<file path="src/rtl/pqigs_pkg.sv">
package pqigs_pkg;

    localparam int NUM_CH     = 3;
    localparam int PIX_W      = 8;
    localparam int CARRY_W    = 7;
    localparam int SHIFT_W    = 3;

    // Reciprocal of the bin size, scaled by 2**RECIP_SHIFT and rounded up.
    // With 8-bit samples this makes floor(pix * magic >> 16) exact.
    localparam int RECIP_SHIFT = 16;
    localparam int MAGIC_W     = RECIP_SHIFT + 1;
    localparam int PROD_W      = PIX_W + MAGIC_W;

    localparam int FULL_SCALE   = 255;
    localparam int RESET_LEVELS = 16;
    localparam int RESET_BIN    = FULL_SCALE / RESET_LEVELS;
    localparam int RESET_MAGIC  = ((1 << RECIP_SHIFT) + RESET_BIN - 1) / RESET_BIN;

    // Restoring divider: one quotient bit per step over a 17-bit dividend.
    localparam int DIV_STEPS = MAGIC_W;
    localparam int DIV_CNT_W = $clog2(DIV_STEPS);

    localparam logic MODE_UNIFORM = 1'b0;
    localparam logic MODE_IGS     = 1'b1;

    localparam logic REG_MODE   = 1'b0;
    localparam logic REG_LEVELS = 1'b1;

    typedef logic [NUM_CH-1:0][PIX_W-1:0] pix_vec_t;

    typedef struct packed {
        logic               mode;
        logic [SHIFT_W-1:0] low_sh;
        logic [CARRY_W-1:0] low_mask;
        logic [MAGIC_W-1:0] magic;
    } lane_ctrl_t;

    // floor(log2(levels)) clamped to 1..7; zero counts as one.
    function automatic logic [SHIFT_W-1:0] igs_bits(input logic [PIX_W-1:0] lv);
        logic [SHIFT_W-1:0] k;
        k = SHIFT_W'(1);
        for (int i = 1; i < PIX_W; i++)
        begin
            if (lv[i])
            begin
                k = SHIFT_W'(i);
            end
        end
        return k;
    endfunction

endpackage

</file>
<file path="src/rtl/pqigs_recip.sv">
module pqigs_recip (
    input  logic                           clk,
    input  logic                           rst_n,
    input  logic                           start,
    input  logic [pqigs_pkg::PIX_W-1:0]    levels,
    output logic                           busy,
    output logic [pqigs_pkg::MAGIC_W-1:0]  magic
);

    typedef enum logic [2:0] {
        ST_IDLE = 3'b001,
        ST_BIN  = 3'b010,
        ST_MAG  = 3'b100
    } state_t;

    localparam int MW = pqigs_pkg::MAGIC_W;
    localparam int PW = pqigs_pkg::PIX_W;
    localparam int CW = pqigs_pkg::DIV_CNT_W;
    localparam logic [CW-1:0] LAST_STEP = CW'(pqigs_pkg::DIV_STEPS - 1);

    state_t         state_reg, state_next;
    logic [CW-1:0]  count_reg, count_next;
    logic [PW-1:0]  rem_reg, rem_next;
    logic [MW-1:0]  dvd_reg, dvd_next;
    logic [MW-1:0]  quo_reg, quo_next;
    logic [PW-1:0]  dvs_reg, dvs_next;
    logic [MW-1:0]  magic_reg, magic_next;

    logic [PW:0]    rem_shift;
    logic           fits;
    logic [PW:0]    rem_sub;
    logic [PW-1:0]  rem_step;
    logic [MW-1:0]  quo_step;

    // One restoring step: shift in the next dividend bit, subtract if it fits.
    assign rem_shift = {rem_reg, dvd_reg[MW-1]};
    assign fits      = rem_shift >= {1'b0, dvs_reg};
    assign rem_sub   = fits ? (rem_shift - {1'b0, dvs_reg}) : rem_shift;
    assign rem_step  = rem_sub[PW-1:0];
    assign quo_step  = {quo_reg[MW-2:0], fits};

    always_comb
    begin
        state_next = state_reg;
        count_next = count_reg;
        rem_next   = rem_reg;
        dvd_next   = dvd_reg;
        quo_next   = quo_reg;
        dvs_next   = dvs_reg;
        magic_next = magic_reg;
        if (start)
        begin
            // bin = floor(255 / levels)
            state_next = ST_BIN;
            count_next = '0;
            rem_next   = '0;
            quo_next   = '0;
            dvd_next   = MW'(pqigs_pkg::FULL_SCALE);
            dvs_next   = (levels == '0) ? PW'(1) : levels;
        end
        else
        begin
            unique case (state_reg)
                ST_IDLE:
                begin
                end
                ST_BIN:
                begin
                    rem_next = rem_step;
                    dvd_next = {dvd_reg[MW-2:0], 1'b0};
                    quo_next = quo_step;
                    count_next = count_reg + CW'(1);
                    if (count_reg == LAST_STEP)
                    begin
                        // magic = ceil(2**16 / bin) = floor((2**16 - 1 + bin) / bin)
                        state_next = ST_MAG;
                        count_next = '0;
                        rem_next   = '0;
                        quo_next   = '0;
                        dvs_next   = quo_step[PW-1:0];
                        dvd_next   = MW'((1 << pqigs_pkg::RECIP_SHIFT) - 1)
                                   + {{(MW-PW){1'b0}}, quo_step[PW-1:0]};
                    end
                end
                ST_MAG:
                begin
                    rem_next = rem_step;
                    dvd_next = {dvd_reg[MW-2:0], 1'b0};
                    quo_next = quo_step;
                    count_next = count_reg + CW'(1);
                    if (count_reg == LAST_STEP)
                    begin
                        magic_next = quo_step;
                        state_next = ST_IDLE;
                    end
                end
                default:
                begin
                    state_next = ST_IDLE;
                end
            endcase
        end
    end

    always_ff @(posedge clk or negedge rst_n)
    begin
        if (!rst_n)
        begin
            state_reg <= ST_IDLE;
            count_reg <= '0;
            magic_reg <= MW'(pqigs_pkg::RESET_MAGIC);
        end
        else
        begin
            state_reg <= state_next;
            count_reg <= count_next;
            magic_reg <= magic_next;
        end
    end

    always_ff @(posedge clk)
    begin
        rem_reg <= rem_next;
        dvd_reg <= dvd_next;
        quo_reg <= quo_next;
        dvs_reg <= dvs_next;
    end

    assign busy  = (state_reg != ST_IDLE);
    assign magic = magic_reg;

endmodule

</file>
<file path="src/rtl/pqigs_lane.sv">
module pqigs_lane (
    input  logic                          clk,
    input  logic                          rst_n,
    input  pqigs_pkg::lane_ctrl_t         ctrl,
    input  logic                          accept,
    input  logic                          image_start,
    input  logic [pqigs_pkg::PIX_W-1:0]   pix,
    output logic [pqigs_pkg::PIX_W-1:0]   level
);

    localparam int PW = pqigs_pkg::PIX_W;
    localparam int CW = pqigs_pkg::CARRY_W;
    localparam int RW = pqigs_pkg::PROD_W;

    logic [CW-1:0] carry_reg, carry_next;
    logic [CW-1:0] carry_eff;
    logic [PW-1:0] top_mask;
    logic          saturated;
    logic [PW:0]   sum;
    logic [PW-1:0] igs_level;
    logic [RW-1:0] product;
    logic [PW-1:0] uni_level;

    assign carry_eff = image_start ? '0 : carry_reg;
    assign top_mask  = ~{1'b0, ctrl.low_mask};
    assign saturated = (pix & top_mask) == top_mask;

    // Skip the carry when the top bits are all ones. A carry left over from a
    // wider split can still push the sum past 255, so shift the full sum.
    assign sum       = saturated ? {1'b0, pix}
                                 : ({1'b0, pix} + {{(PW+1-CW){1'b0}}, carry_eff});
    assign igs_level = PW'(sum >> ctrl.low_sh);

    assign product   = RW'(pix) * RW'(ctrl.magic);
    assign uni_level = product[pqigs_pkg::RECIP_SHIFT +: PW];

    assign level = (ctrl.mode == pqigs_pkg::MODE_IGS) ? igs_level : uni_level;

    always_comb
    begin
        carry_next = carry_reg;
        if (accept)
        begin
            if (ctrl.mode == pqigs_pkg::MODE_IGS)
            begin
                carry_next = sum[CW-1:0] & ctrl.low_mask;
            end
            else if (image_start)
            begin
                carry_next = '0;
            end
        end
    end

    always_ff @(posedge clk or negedge rst_n)
    begin
        if (!rst_n)
        begin
            carry_reg <= '0;
        end
        else
        begin
            carry_reg <= carry_next;
        end
    end

endmodule

</file>
<file path="src/rtl/pixel_quantizer_uniform_igs.sv">
// Channel   Direction  Handshake            Beat contents
// pixel     in         in_valid / in_stall  red_in, green_in, blue_in, image_start
// level     out        out_valid / out_stall red_out, green_out, blue_out
// config    in         APB psel/penable     mode at 0x0, levels at 0x4
//
// One pixel per cycle while in_stall is low; each result is registered.
// Three channel lanes run side by side and the merging stage registers their
// levels into an output register backed by one skid entry.
// A write to levels starts the reciprocal unit: 2 x 17 divider steps,
// during which in_stall stays high.
// Reset clears the carries and loads mode 0, levels 16 and their reciprocal.
// A stall on the output fills the skid entry, then holds in_stall high.
module pixel_quantizer_uniform_igs (
    input  logic        clk,
    input  logic        rst_n,

    input  logic        in_valid,
    output logic        in_stall,
    input  logic [7:0]  red_in,
    input  logic [7:0]  green_in,
    input  logic [7:0]  blue_in,
    input  logic        image_start,

    output logic        out_valid,
    input  logic        out_stall,
    output logic [7:0]  red_out,
    output logic [7:0]  green_out,
    output logic [7:0]  blue_out,

    input  logic        psel,
    input  logic        penable,
    input  logic        pwrite,
    input  logic [2:0]  paddr,
    input  logic [31:0] pwdata,
    output logic [31:0] prdata,
    output logic        pready
);

    localparam int NCH = pqigs_pkg::NUM_CH;
    localparam int PW  = pqigs_pkg::PIX_W;
    localparam int SW  = pqigs_pkg::SHIFT_W;
    localparam int CW  = pqigs_pkg::CARRY_W;

    // Configuration registers
    logic          mode_reg, mode_next;
    logic [PW-1:0] levels_reg, levels_next;
    logic          cfg_write;
    logic          cfg_idx;
    logic          recalc_start;

    // Reciprocal unit
    logic                          recip_busy;
    logic [pqigs_pkg::MAGIC_W-1:0] magic;

    // Lane control
    pqigs_pkg::lane_ctrl_t ctrl;
    logic [SW-1:0]         igs_k;
    logic [PW-1:0]         low_mask_full;

    // Datapath
    pqigs_pkg::pix_vec_t pix_in;
    pqigs_pkg::pix_vec_t lane_level;
    logic                accept;
    logic                take;

    // Output register and skid entry
    logic                out_valid_reg, out_valid_next;
    logic                skid_valid_reg, skid_valid_next;
    pqigs_pkg::pix_vec_t out_data_reg, out_data_next;
    pqigs_pkg::pix_vec_t skid_data_reg, skid_data_next;

    //--------------------------------------------------------------------
    // Configuration port: write on the access phase, reads are immediate.
    //--------------------------------------------------------------------
    assign pready       = 1'b1;
    assign cfg_write    = psel & penable & pwrite & pready;
    assign cfg_idx      = paddr[2];
    assign recalc_start = cfg_write & (cfg_idx == pqigs_pkg::REG_LEVELS);

    always_comb
    begin
        mode_next   = mode_reg;
        levels_next = levels_reg;
        if (cfg_write)
        begin
            unique case (cfg_idx)
                pqigs_pkg::REG_MODE:   mode_next   = pwdata[0];
                pqigs_pkg::REG_LEVELS: levels_next = pwdata[PW-1:0];
                default:               mode_next   = mode_reg;
            endcase
        end
    end

    assign prdata = (cfg_idx == pqigs_pkg::REG_LEVELS) ? {24'b0, levels_reg}
                                                       : {31'b0, mode_reg};

    always_ff @(posedge clk or negedge rst_n)
    begin
        if (!rst_n)
        begin
            mode_reg   <= pqigs_pkg::MODE_UNIFORM;
            levels_reg <= PW'(pqigs_pkg::RESET_LEVELS);
        end
        else
        begin
            mode_reg   <= mode_next;
            levels_reg <= levels_next;
        end
    end

    //--------------------------------------------------------------------
    // Bin reciprocal: recomputed after every levels write.
    //--------------------------------------------------------------------
    pqigs_recip u_recip (
        .clk    (clk),
        .rst_n  (rst_n),
        .start  (recalc_start),
        .levels (levels_next),
        .busy   (recip_busy),
        .magic  (magic)
    );

    //--------------------------------------------------------------------
    // Lane control: IGS split point from levels, shared by all lanes.
    //--------------------------------------------------------------------
    assign igs_k         = pqigs_pkg::igs_bits(levels_reg);
    assign ctrl.mode     = mode_reg;
    assign ctrl.low_sh   = SW'(4'd8 - {1'b0, igs_k});
    assign low_mask_full = (PW'(1) << ctrl.low_sh) - PW'(1);
    assign ctrl.low_mask = low_mask_full[CW-1:0];
    assign ctrl.magic    = magic;

    //--------------------------------------------------------------------
    // Handshake: stall while the reciprocal runs or the skid entry is full.
    //--------------------------------------------------------------------
    assign in_stall = recip_busy | skid_valid_reg;
    assign accept   = in_valid & ~in_stall;
    assign take     = out_valid_reg & ~out_stall;

    assign pix_in[0] = red_in;
    assign pix_in[1] = green_in;
    assign pix_in[2] = blue_in;

    for (genvar c = 0; c < NCH; c++)
    begin : g_lane
        pqigs_lane u_lane (
            .clk         (clk),
            .rst_n       (rst_n),
            .ctrl        (ctrl),
            .accept      (accept),
            .image_start (image_start),
            .pix         (pix_in[c]),
            .level       (lane_level[c])
        );
    end

    //--------------------------------------------------------------------
    // Merge: collect the three lane levels into one output beat.
    //--------------------------------------------------------------------
    always_comb
    begin
        out_valid_next  = out_valid_reg;
        skid_valid_next = skid_valid_reg;
        out_data_next   = out_data_reg;
        skid_data_next  = skid_data_reg;

        // Advance the skid entry into the output register once a beat leaves.
        if (take)
        begin
            if (skid_valid_reg)
            begin
                out_data_next   = skid_data_reg;
                skid_valid_next = 1'b0;
            end
            else
            begin
                out_valid_next = 1'b0;
            end
        end

        // A new beat only arrives with the skid entry empty.
        if (accept)
        begin
            if (!out_valid_reg || take)
            begin
                out_data_next  = lane_level;
                out_valid_next = 1'b1;
            end
            else
            begin
                skid_data_next  = lane_level;
                skid_valid_next = 1'b1;
            end
        end
    end

    always_ff @(posedge clk or negedge rst_n)
    begin
        if (!rst_n)
        begin
            out_valid_reg  <= 1'b0;
            skid_valid_reg <= 1'b0;
        end
        else
        begin
            out_valid_reg  <= out_valid_next;
            skid_valid_reg <= skid_valid_next;
        end
    end

    always_ff @(posedge clk)
    begin
        out_data_reg  <= out_data_next;
        skid_data_reg <= skid_data_next;
    end

    assign out_valid = out_valid_reg;
    assign red_out   = out_data_reg[0];
    assign green_out = out_data_reg[1];
    assign blue_out  = out_data_reg[2];

endmodule
</file>
<file path="config.mk">
export PLATFORM = sky130hd
export DESIGN_NAME = pixel_quantizer_uniform_igs
export DESIGN_NICKNAME = d
export VERILOG_FILES = /design/src/rtl/pqigs_pkg.sv /design/src/rtl/pqigs_recip.sv /design/src/rtl/pqigs_lane.sv /design/src/rtl/pixel_quantizer_uniform_igs.sv
export SDC_FILE = /design/constraint.sdc
export NUM_CORES = 1
export LEC_CHECK = 0
export BUFFER_PORTS_ARGS = -buffer_cell sky130_fd_sc_hd__buf_2
export CAP_MARGIN = 25
export CORE_ASPECT_RATIO = 1.75
export CORE_MARGIN = 2
export CORE_UTILIZATION = 45
export DETAILED_ROUTE_END_ITERATION = 10
export GPL_TIMING_DRIVEN = 0
export SYNTH_ARGS = -nofsm -noshare
export SYNTH_HDL_FRONTEND = slang
export SYNTH_SLANG_ARGS = --single-unit
</file>
<file path="constraint.sdc">
create_clock -name clk -period 4.85 [get_ports clk]
set_input_delay 0.2425 -clock clk [delete_from_list [all_inputs] [get_ports clk]]
set_output_delay 0.2425 -clock clk [all_outputs]
set_load 0.01 [all_outputs]
</file>
==> reports/metrics.yaml, run 1 <==
route:
  first_pass_iters: 4
  drc: 0
  ant_nets: 0
  routed_wl_mm: 69.9
  drtIter0Drc: 881
  avgRoutedWirePerCell_um: 22.1
  num_vias: 17900
  detail_route.vias_per_cell: 5.66
final_layout:
  synthToLayoutAreaGrowth_pct: 18.9
  antenna_cells: 0
  layout-drive-gt1-share: 0.188
  largest_register_ffs: 24
  fin_nets: 3057
power:
  pwr-share-comb: 0.495
  pwr-share-clk: 0.224
  netSwitchingFraction: 0.430
  vdd_ir_drop_max_v: 0.000463
  power_density_mw_per_mm2: 242
  intPower_w: 0.00347
  p_leak_nw: 12.6
  power_switching_w: 0.00262
  pwr-share-seq: 0.280
  total_power_w: 0.00610
setup_path:
  crit_arrival_ps: 5630
  start_kind: "flop"
  cp-end-kind: "flop"
  cp.required_ps: 5040
  crit_fanout: 6
  cp_cell_sequence: "buf_4, buf_6, buf_4, and2_4, fa_1, fa_1, fa_1, inv_1, fa_1, inv_2, ha_4, a211oi_4, o211ai_1, nand3_4, buf_6, buf_6, a31o_4, o21bai_4, xnor2_2, o22ai_1, a31oi_2, nand3_1"
  crit_top_cell: "fa_1"
  slowest_delay_ps: 660
  cpMaxStageDelayCell: "dfstp_2"
  critical_path_class: "flop to flop"
timing:
  skew_ps: 10.8
  finalMaxSlewViolations: 0
  fin_crit_ps: 5440
  hold_violations: 0
  relSlewSlack: 0.255
  setup_slack_ps: -589
  finalSetupTns_ps: -21290
  setup_viol: 48
  fin_crit_sh: 1.12
  worstMarginPinSlew_ps: 1120
  rsz0062_at_grt: "true"
  max_freq_mhz: 184
logic_synthesis:
  synth-edff-count: 32
  synthesis.area_sq_mm: 0.0212
  postSynth.asyncResetShare: 0.370
  synth-seq-area-share: 0.174
  synth_ff_type: "dfxtp_1"
  yosysUniqueCellTypes: 95
  ys_warn_count: 0
  ys_ff_latch: 154
  synth_cells: 2370
  avgSynthCellArea_sq_um: 8.94
clocking:
  cts_max_level: 4
  cts.reportedPaths.clkPinSlew_ps: 70
  root_buffer: "clkbuf_16"
  cts_buffers: 17
  cts_tree: "yes"
  clk_path_buf_depth: 2
  clkLatencyLatePin_ps: 450
  cts_sinks: 154
status:
  violations: "negative setup slack"
  outcome: "finished, violations left"
global_route:
  met2_usage: 0.548
  track_usage: 0.295
  overflow: 0
  busiest_layer: "met2"
  grt_pass1_wl_mm: 110
  gr-usage-met3: 0.0296
  grt_max_degree: 58
  grt_pass1_vias: 19700
  antenna_found_initial: 1
  grtUsageMet1: 0.308
placement:
  finalWeightedCongestion: 0.970
  detailed_place_hpwl_mm: 55.6
  portBuffers: 74
  place_ws_ps: -1770
floorplanning:
  die-width_um: 168
  io_pins: 126
  die_h_um: 291
  fp-row-count: 105
  die_area_sq_mm: 0.0489
  start_util: 0.453
  design.core.area_sq_mm: 0.0468
hold_path:
  hold_path_class: "input pin to flop"
run:
  cap_violations: 0
## final cells by class
type	instances	area, sq um
repair buffers	155	1110
clock buffers	20	458
plain buffers	149	1040
inverters	293	1100
fillers	4331	21600
multi-input cells	1793	16900
well taps	588	736
flip-flops and latches	154	3710
clock inverters	12	128
## layer usage
layer  up-vias  routed length (um)
met4         0                5510
met2       592               37000
met1      8945               24800
met3       247                2550
li1       8121                   -
met5         -                   0
## placed cells by master, fill, tap and decap left out, types with 10 or more instances in the layout
master and instances:
a211oi_1 12, a21o_1 30, a21oi_1 55, a22o_1 11, a22oi_1 17, and2_1 331, buf_2 78, buf_4 82
buf_6 21, clkbuf_1 58, clkbuf_16 25, clkbuf_2 26, clkbuf_8 15, conb_1 25, dfrtp_1 40, dfrtp_2 11
dfxtp_1 65, edfxtp_1 32, fa_1 256, fa_2 12, ha_1 140, ha_4 14, inv_1 285, mux2_2 20
mux2i_1 39, nand2_1 221, nand2b_1 12, nand3_1 34, nand4_1 10, nor2_1 94, nor2b_1 29, nor3_1 25
o211ai_1 13, o21a_1 13, o21ai_0 69, xnor2_1 23, xor2_1 16
## cell usage after synthesis (26+ instances only)
cell type  instances  area [sq um]
a21o_1            30           225
a21oi_1           63           315
and2_1           340          2130
buf_4             26           195
clkbuf_1         120           450
dfrtp_1           51          1280
dfxtp_1           65          1300
edfxtp_1          32           961
fa_1             268          5370
ha_1             159          1990
inv_1            292          1100
mux2i_1           44           440
nand2_1          228           856
nand3_1           38           190
nor2_1            98           368
nor2b_1           29           181
nor3_1            26           130
o21ai_0           79           395
xnor2_1           33           289
## per-stage QoR
| stage | std cells | area, sq um | hold WS [ps] | utilization |
|---|---|---|---|---|
| floorplan | 2393 | 21400 | -53.1 | - |
| global placement | 3055 | 22600 | 443 | 0.482 |
| detailed placement | 3059 | 22600 | 371 | 0.483 |
| CTS | 3154 | 24900 | 45.9 | 0.533 |
| global route | 3164 | 25200 | 59.1 | 0.539 |
| finish | 3164 | 25200 | 56.3 | 0.539 |
## final timing paths
check / start / end / slack [ps] / cells after the start
worst max-delay path: u_recip.magic[4] / skid_data_reg[1] / -590 / 22
worst min-delay path: pwdata[0] / levels_reg[0] / 60 / 3
worst max register to register: u_recip.magic[4] / skid_data_reg[1] / -590 / 22
worst min register to register: g_lane[0].u_lane.carry_reg[0] / g_lane[0].u_lane.carry_reg[0] / 470 / 2
max in group asynchronous: rst_n / u_recip.magic[2] / 3830 / 2
min in group asynchronous: rst_n / u_recip.count_reg[1] / 390 / 2
## power by group through the flow
stage	sequential, W	clock, W	combinational, W
floorplan	0.00174	0	0.00176
global placement	0.00172	0	0.00264
detailed placement	0.00173	0	0.00268
finish	0.00171	0.00137	0.00302
CTS	0.00171	0.00139	0.00295
global route	0.00173	0.00144	0.00324
## cell families (layout without fill, tap and decap cells)
group                    count (synthesis)  in the layout  synth area share
buffers and inverters                  446            629            0.0837
XOR/XNOR                                56             56            0.0247
AO/OA/AOI/OAI                          372            372             0.122
adder cells (fa/ha/maj)                427            427             0.347
flip-flops                             154            154             0.174
multiplexers                            70             70            0.0374
AND/OR/NAND/NOR                        843            843             0.210
other                                    2             25          0.000354
## critical path: cells and delay by family, from the launching register on
family	cells	cell delay [ps]
compound gates	6	1110
xor+xnor	1	240
fa+ha+maj	5	2070
buf+inv	7	680
flops	1	660
simple gates	3	410
## what timing repair did
| action | CTS | global route |
|---|---|---|
| gates resized for setup | 257 | 58 |
| hold endpoints to repair | 51 | 0 |
| setup buffers | 64 | 11 |
| pin swaps | 78 | 54 |
| endpoints found under the setup margin | 69 | 48 |
| gates cloned | 2 | 0 |
| hold buffers | 1 | 0 |
(Power assumes the default switching activity.)
==> run 2, diff against run 1 <==
--- a/config.mk
+++ b/config.mk
@@ -12,6 +12,7 @@
 export CORE_UTILIZATION = 45
 export DETAILED_ROUTE_END_ITERATION = 10
 export GPL_TIMING_DRIVEN = 0
+export PLACE_DENSITY = 0.66
 export SYNTH_ARGS = -nofsm -noshare
 export SYNTH_HDL_FRONTEND = slang
 export SYNTH_SLANG_ARGS = --single-unit
==> reports/metrics.yaml, run 2 (synthesized netlist as in run 1, its figures left out) <==
global_route:
  grtUsageMet1: 0.297  # -0.0115
  grt_max_degree: 58  # unchanged
  grt_pass1_wl_mm: 107  # -3.0%
  busiest_layer: "met2"
  gr-usage-met3: 0.0245  # -0.00517
  track_usage: 0.285  # -0.0102
  antenna_found_initial: 1  # unchanged
  overflow: 0  # unchanged
  met2_usage: 0.527  # -0.0209
  grt_pass1_vias: 19600  # -0.41%
final_layout:
  layout_commonest_cell: "and2_1"
  largest_register_ffs: 24  # unchanged
  antenna_cells: 0  # unchanged
  fin_nets: 3045  # -0.39%
  fin_cells: 3152  # -0.38%
  final_cell_mix: "328 x and2_1, 284 x inv_1, 256 x fa_1"
  layout-drive-gt1-share: 0.188  # -0.000679
  fillers: 4286  # -1.0%
  synthToLayoutAreaGrowth_pct: 18.4
timing:
  rsz0062_at_grt: "true"
  skew_ps: 11.9  # +1.09 ps
  max_freq_mhz: 187  # +1.7%
  fin_crit_ps: 5350  # -91.2 ps
  setup_viol: 48  # unchanged
  hold_violations: 0  # unchanged
  fin_crit_sh: 1.10  # -0.0188
  worstMarginPinSlew_ps: 1010  # -110 ps
  relSlewSlack: 0.323  # +0.0682
  finalSetupTns_ps: -14480  # +6810 ps
  finalMaxSlewViolations: 0  # unchanged
  setup_slack_ps: -498  # +91.2 ps
status:
  violations: "negative setup slack"
  outcome: "finished, violations left"
setup_path:
  path_delay_family: "adder cells"
  cpMaxStageDelayCell: "dfstp_2"
  cp-end-kind: "flop"
  crit_top_cell: "a21o_1"
  critical_path_class: "flop to flop"
  start_kind: "flop"
  crit_fanout: 5  # -1
  worst-path-buf-inv: 4  # -3
  cp.required_ps: 5250  # +210 ps
  cp_cell_sequence: "clkbuf_16, buf_12, and2_4, fa_1, fa_2, fa_1, inv_1, fa_1, inv_2, ha_4, a21o_1, a21o_1, a21o_1, a221oi_4, a31oi_4, or3_1, a221oi_2, a31o_2, a21o_1"
  slowest_delay_ps: 650  # about the same
  crit_arrival_ps: 5750  # +120 ps
power:
  power_density_mw_per_mm2: 243  # +0.27%
  p_leak_nw: 12.5  # -0.67%
  vdd_ir_drop_max_v: 0.000455  # -1.7%
clocking:
  root_buffer: "clkbuf_16"
  cts_max_level: 4  # unchanged
  cts.reportedPaths.clkPinSlew_ps: 60  # about the same
  clkLatencyLatePin_ps: 460  # about the same
  cts_tree: "yes"
  cts_sinks: 154  # unchanged
  clk_path_buf_depth: 2  # unchanged
  cts_buffers: 17  # unchanged
floorplanning:
  fp-row-count: 105  # unchanged
  io_pins: 126  # unchanged
  design.core.area_sq_mm: 0.0468  # unchanged
  die_h_um: 291  # unchanged
  die-width_um: 168  # unchanged
  start_util: 0.453  # unchanged
  die_area_sq_mm: 0.0489  # unchanged
placement:
  finalWeightedCongestion: 0.982  # +1.2%
  dp.cells: 3059  # unchanged
  portBuffers: 74  # unchanged
  detailed_place_hpwl_mm: 54.8  # -1.3%
route:
  num_vias: 18100  # +0.98%
  detail_route.vias_per_cell: 5.74  # +1.4%
  first_pass_iters: 5  # +1
  routed_wl_mm: 68.4  # -2.1%
  ant_nets: 0  # unchanged
  drtIter0Drc: 1119  # +27%
  drc: 0  # unchanged
  avgRoutedWirePerCell_um: 21.7  # -1.7%
hold_path:
  hold_path_class: "input pin to flop"
run:
  cap_violations: 0  # unchanged
## run 2: cell count changes in the layout (fill, tap and decap cells not counted), moves of 3 or more
| cell | delta |
|---|---|
| buf_4 | -12 |
| clkbuf_2 | +4 |
| o21ai_1 | +4 |
| and2_1 | -3 |
| and2_4 | +3 |
| clkbuf_1 | -3 |
| nand2_2 | +3 |
| nand2_4 | -3 |
| o21ai_2 | -3 |
## run 2: power breakdown
group / internal (W) / switching [W]
clock: 0.000738 / 0.000617
combinational: 0.00114 / 0.00189
sequential: 0.00157 / 0.000131
total: 0.00346 / 0.00263
## run 2: stage by stage
stage | power [W] | setup WS [ps] | cell area (sq um) | hold slack [ps] | utilization
floorplan | 0.00350 | -63.9 | 21400 | -53.1 | -
global placement | 0.00434 | -1660 | 22600 | 441 | 0.482
detailed placement | 0.00439 | -1680 | 22600 | 397 | 0.483
CTS | 0.00600 | -519 | 24700 | 41.9 | 0.529
global route | 0.00637 | -629 | 25100 | 50.6 | 0.536
finish | 0.00609 | -498 | 25100 | 49.0 | 0.536
## run 2: layout make-up
type	count	area (sq um)	area share
multi-input cells	1793	16900	0.674
plain buffers	150	1040	0.0415
clock inverters	12	131	0.00524
clock buffers	20	447	0.0178
flip-flops and latches	154	3710	0.148
repair buffers	142	1000	0.0399
inverters	293	1100	0.0440
well taps	588	736	0.0293
## run 2: final timing paths
check	from	to	slack (ps)	depth (start not counted)
worst max-delay path	u_recip.magic[8]	blue_out[6]	-500	19
worst min-delay path	pwdata[0]	levels_reg[0]	50	3
worst max register to register	u_recip.magic[8]	blue_out[6]	-500	19
worst min register to register	u_recip.rem_reg[7]	u_recip.rem_reg[7]	470	2
max in group asynchronous	rst_n	u_recip.magic[2]	3820	2
min in group asynchronous	rst_n	u_recip.count_reg[1]	400	2
## run 2: worst register-to-register path, stage by stage, from the launching register on
cell	delay [ps]
dfstp_2	650
clkbuf_16	180
buf_12	100
and2_4	140
fa_1	440
fa_2	500
fa_1	510
inv_1	60
fa_1	490
inv_2	40
ha_4	160
a21o_1	170
a21o_1	180
a21o_1	180
a221oi_4	370
a31oi_4	170
or3_1	350
a221oi_2	330
a31o_2	190
a21o_1	110
## run 2: what timing repair did
| item | in CTS | in global routing |
|---|---|---|
| setup endpoints to repair | 69 | 48 |
| gates resized for setup | 247 | 80 |
| hold buffers | 1 | 0 |
| buffers inserted | 53 | 11 |
| pin swaps | 87 | 61 |
| hold endpoints to repair | 51 | 0 |
| cloned | 1 | 0 |
## run 2: per-layer routing
metal | routed length, um | vias up
met3 | 2770 | 273
met5 | 0 | -
met1 | 23900 | 9055
met4 | 5820 | 0
met2 | 36000 | 655
li1 | - | 8098
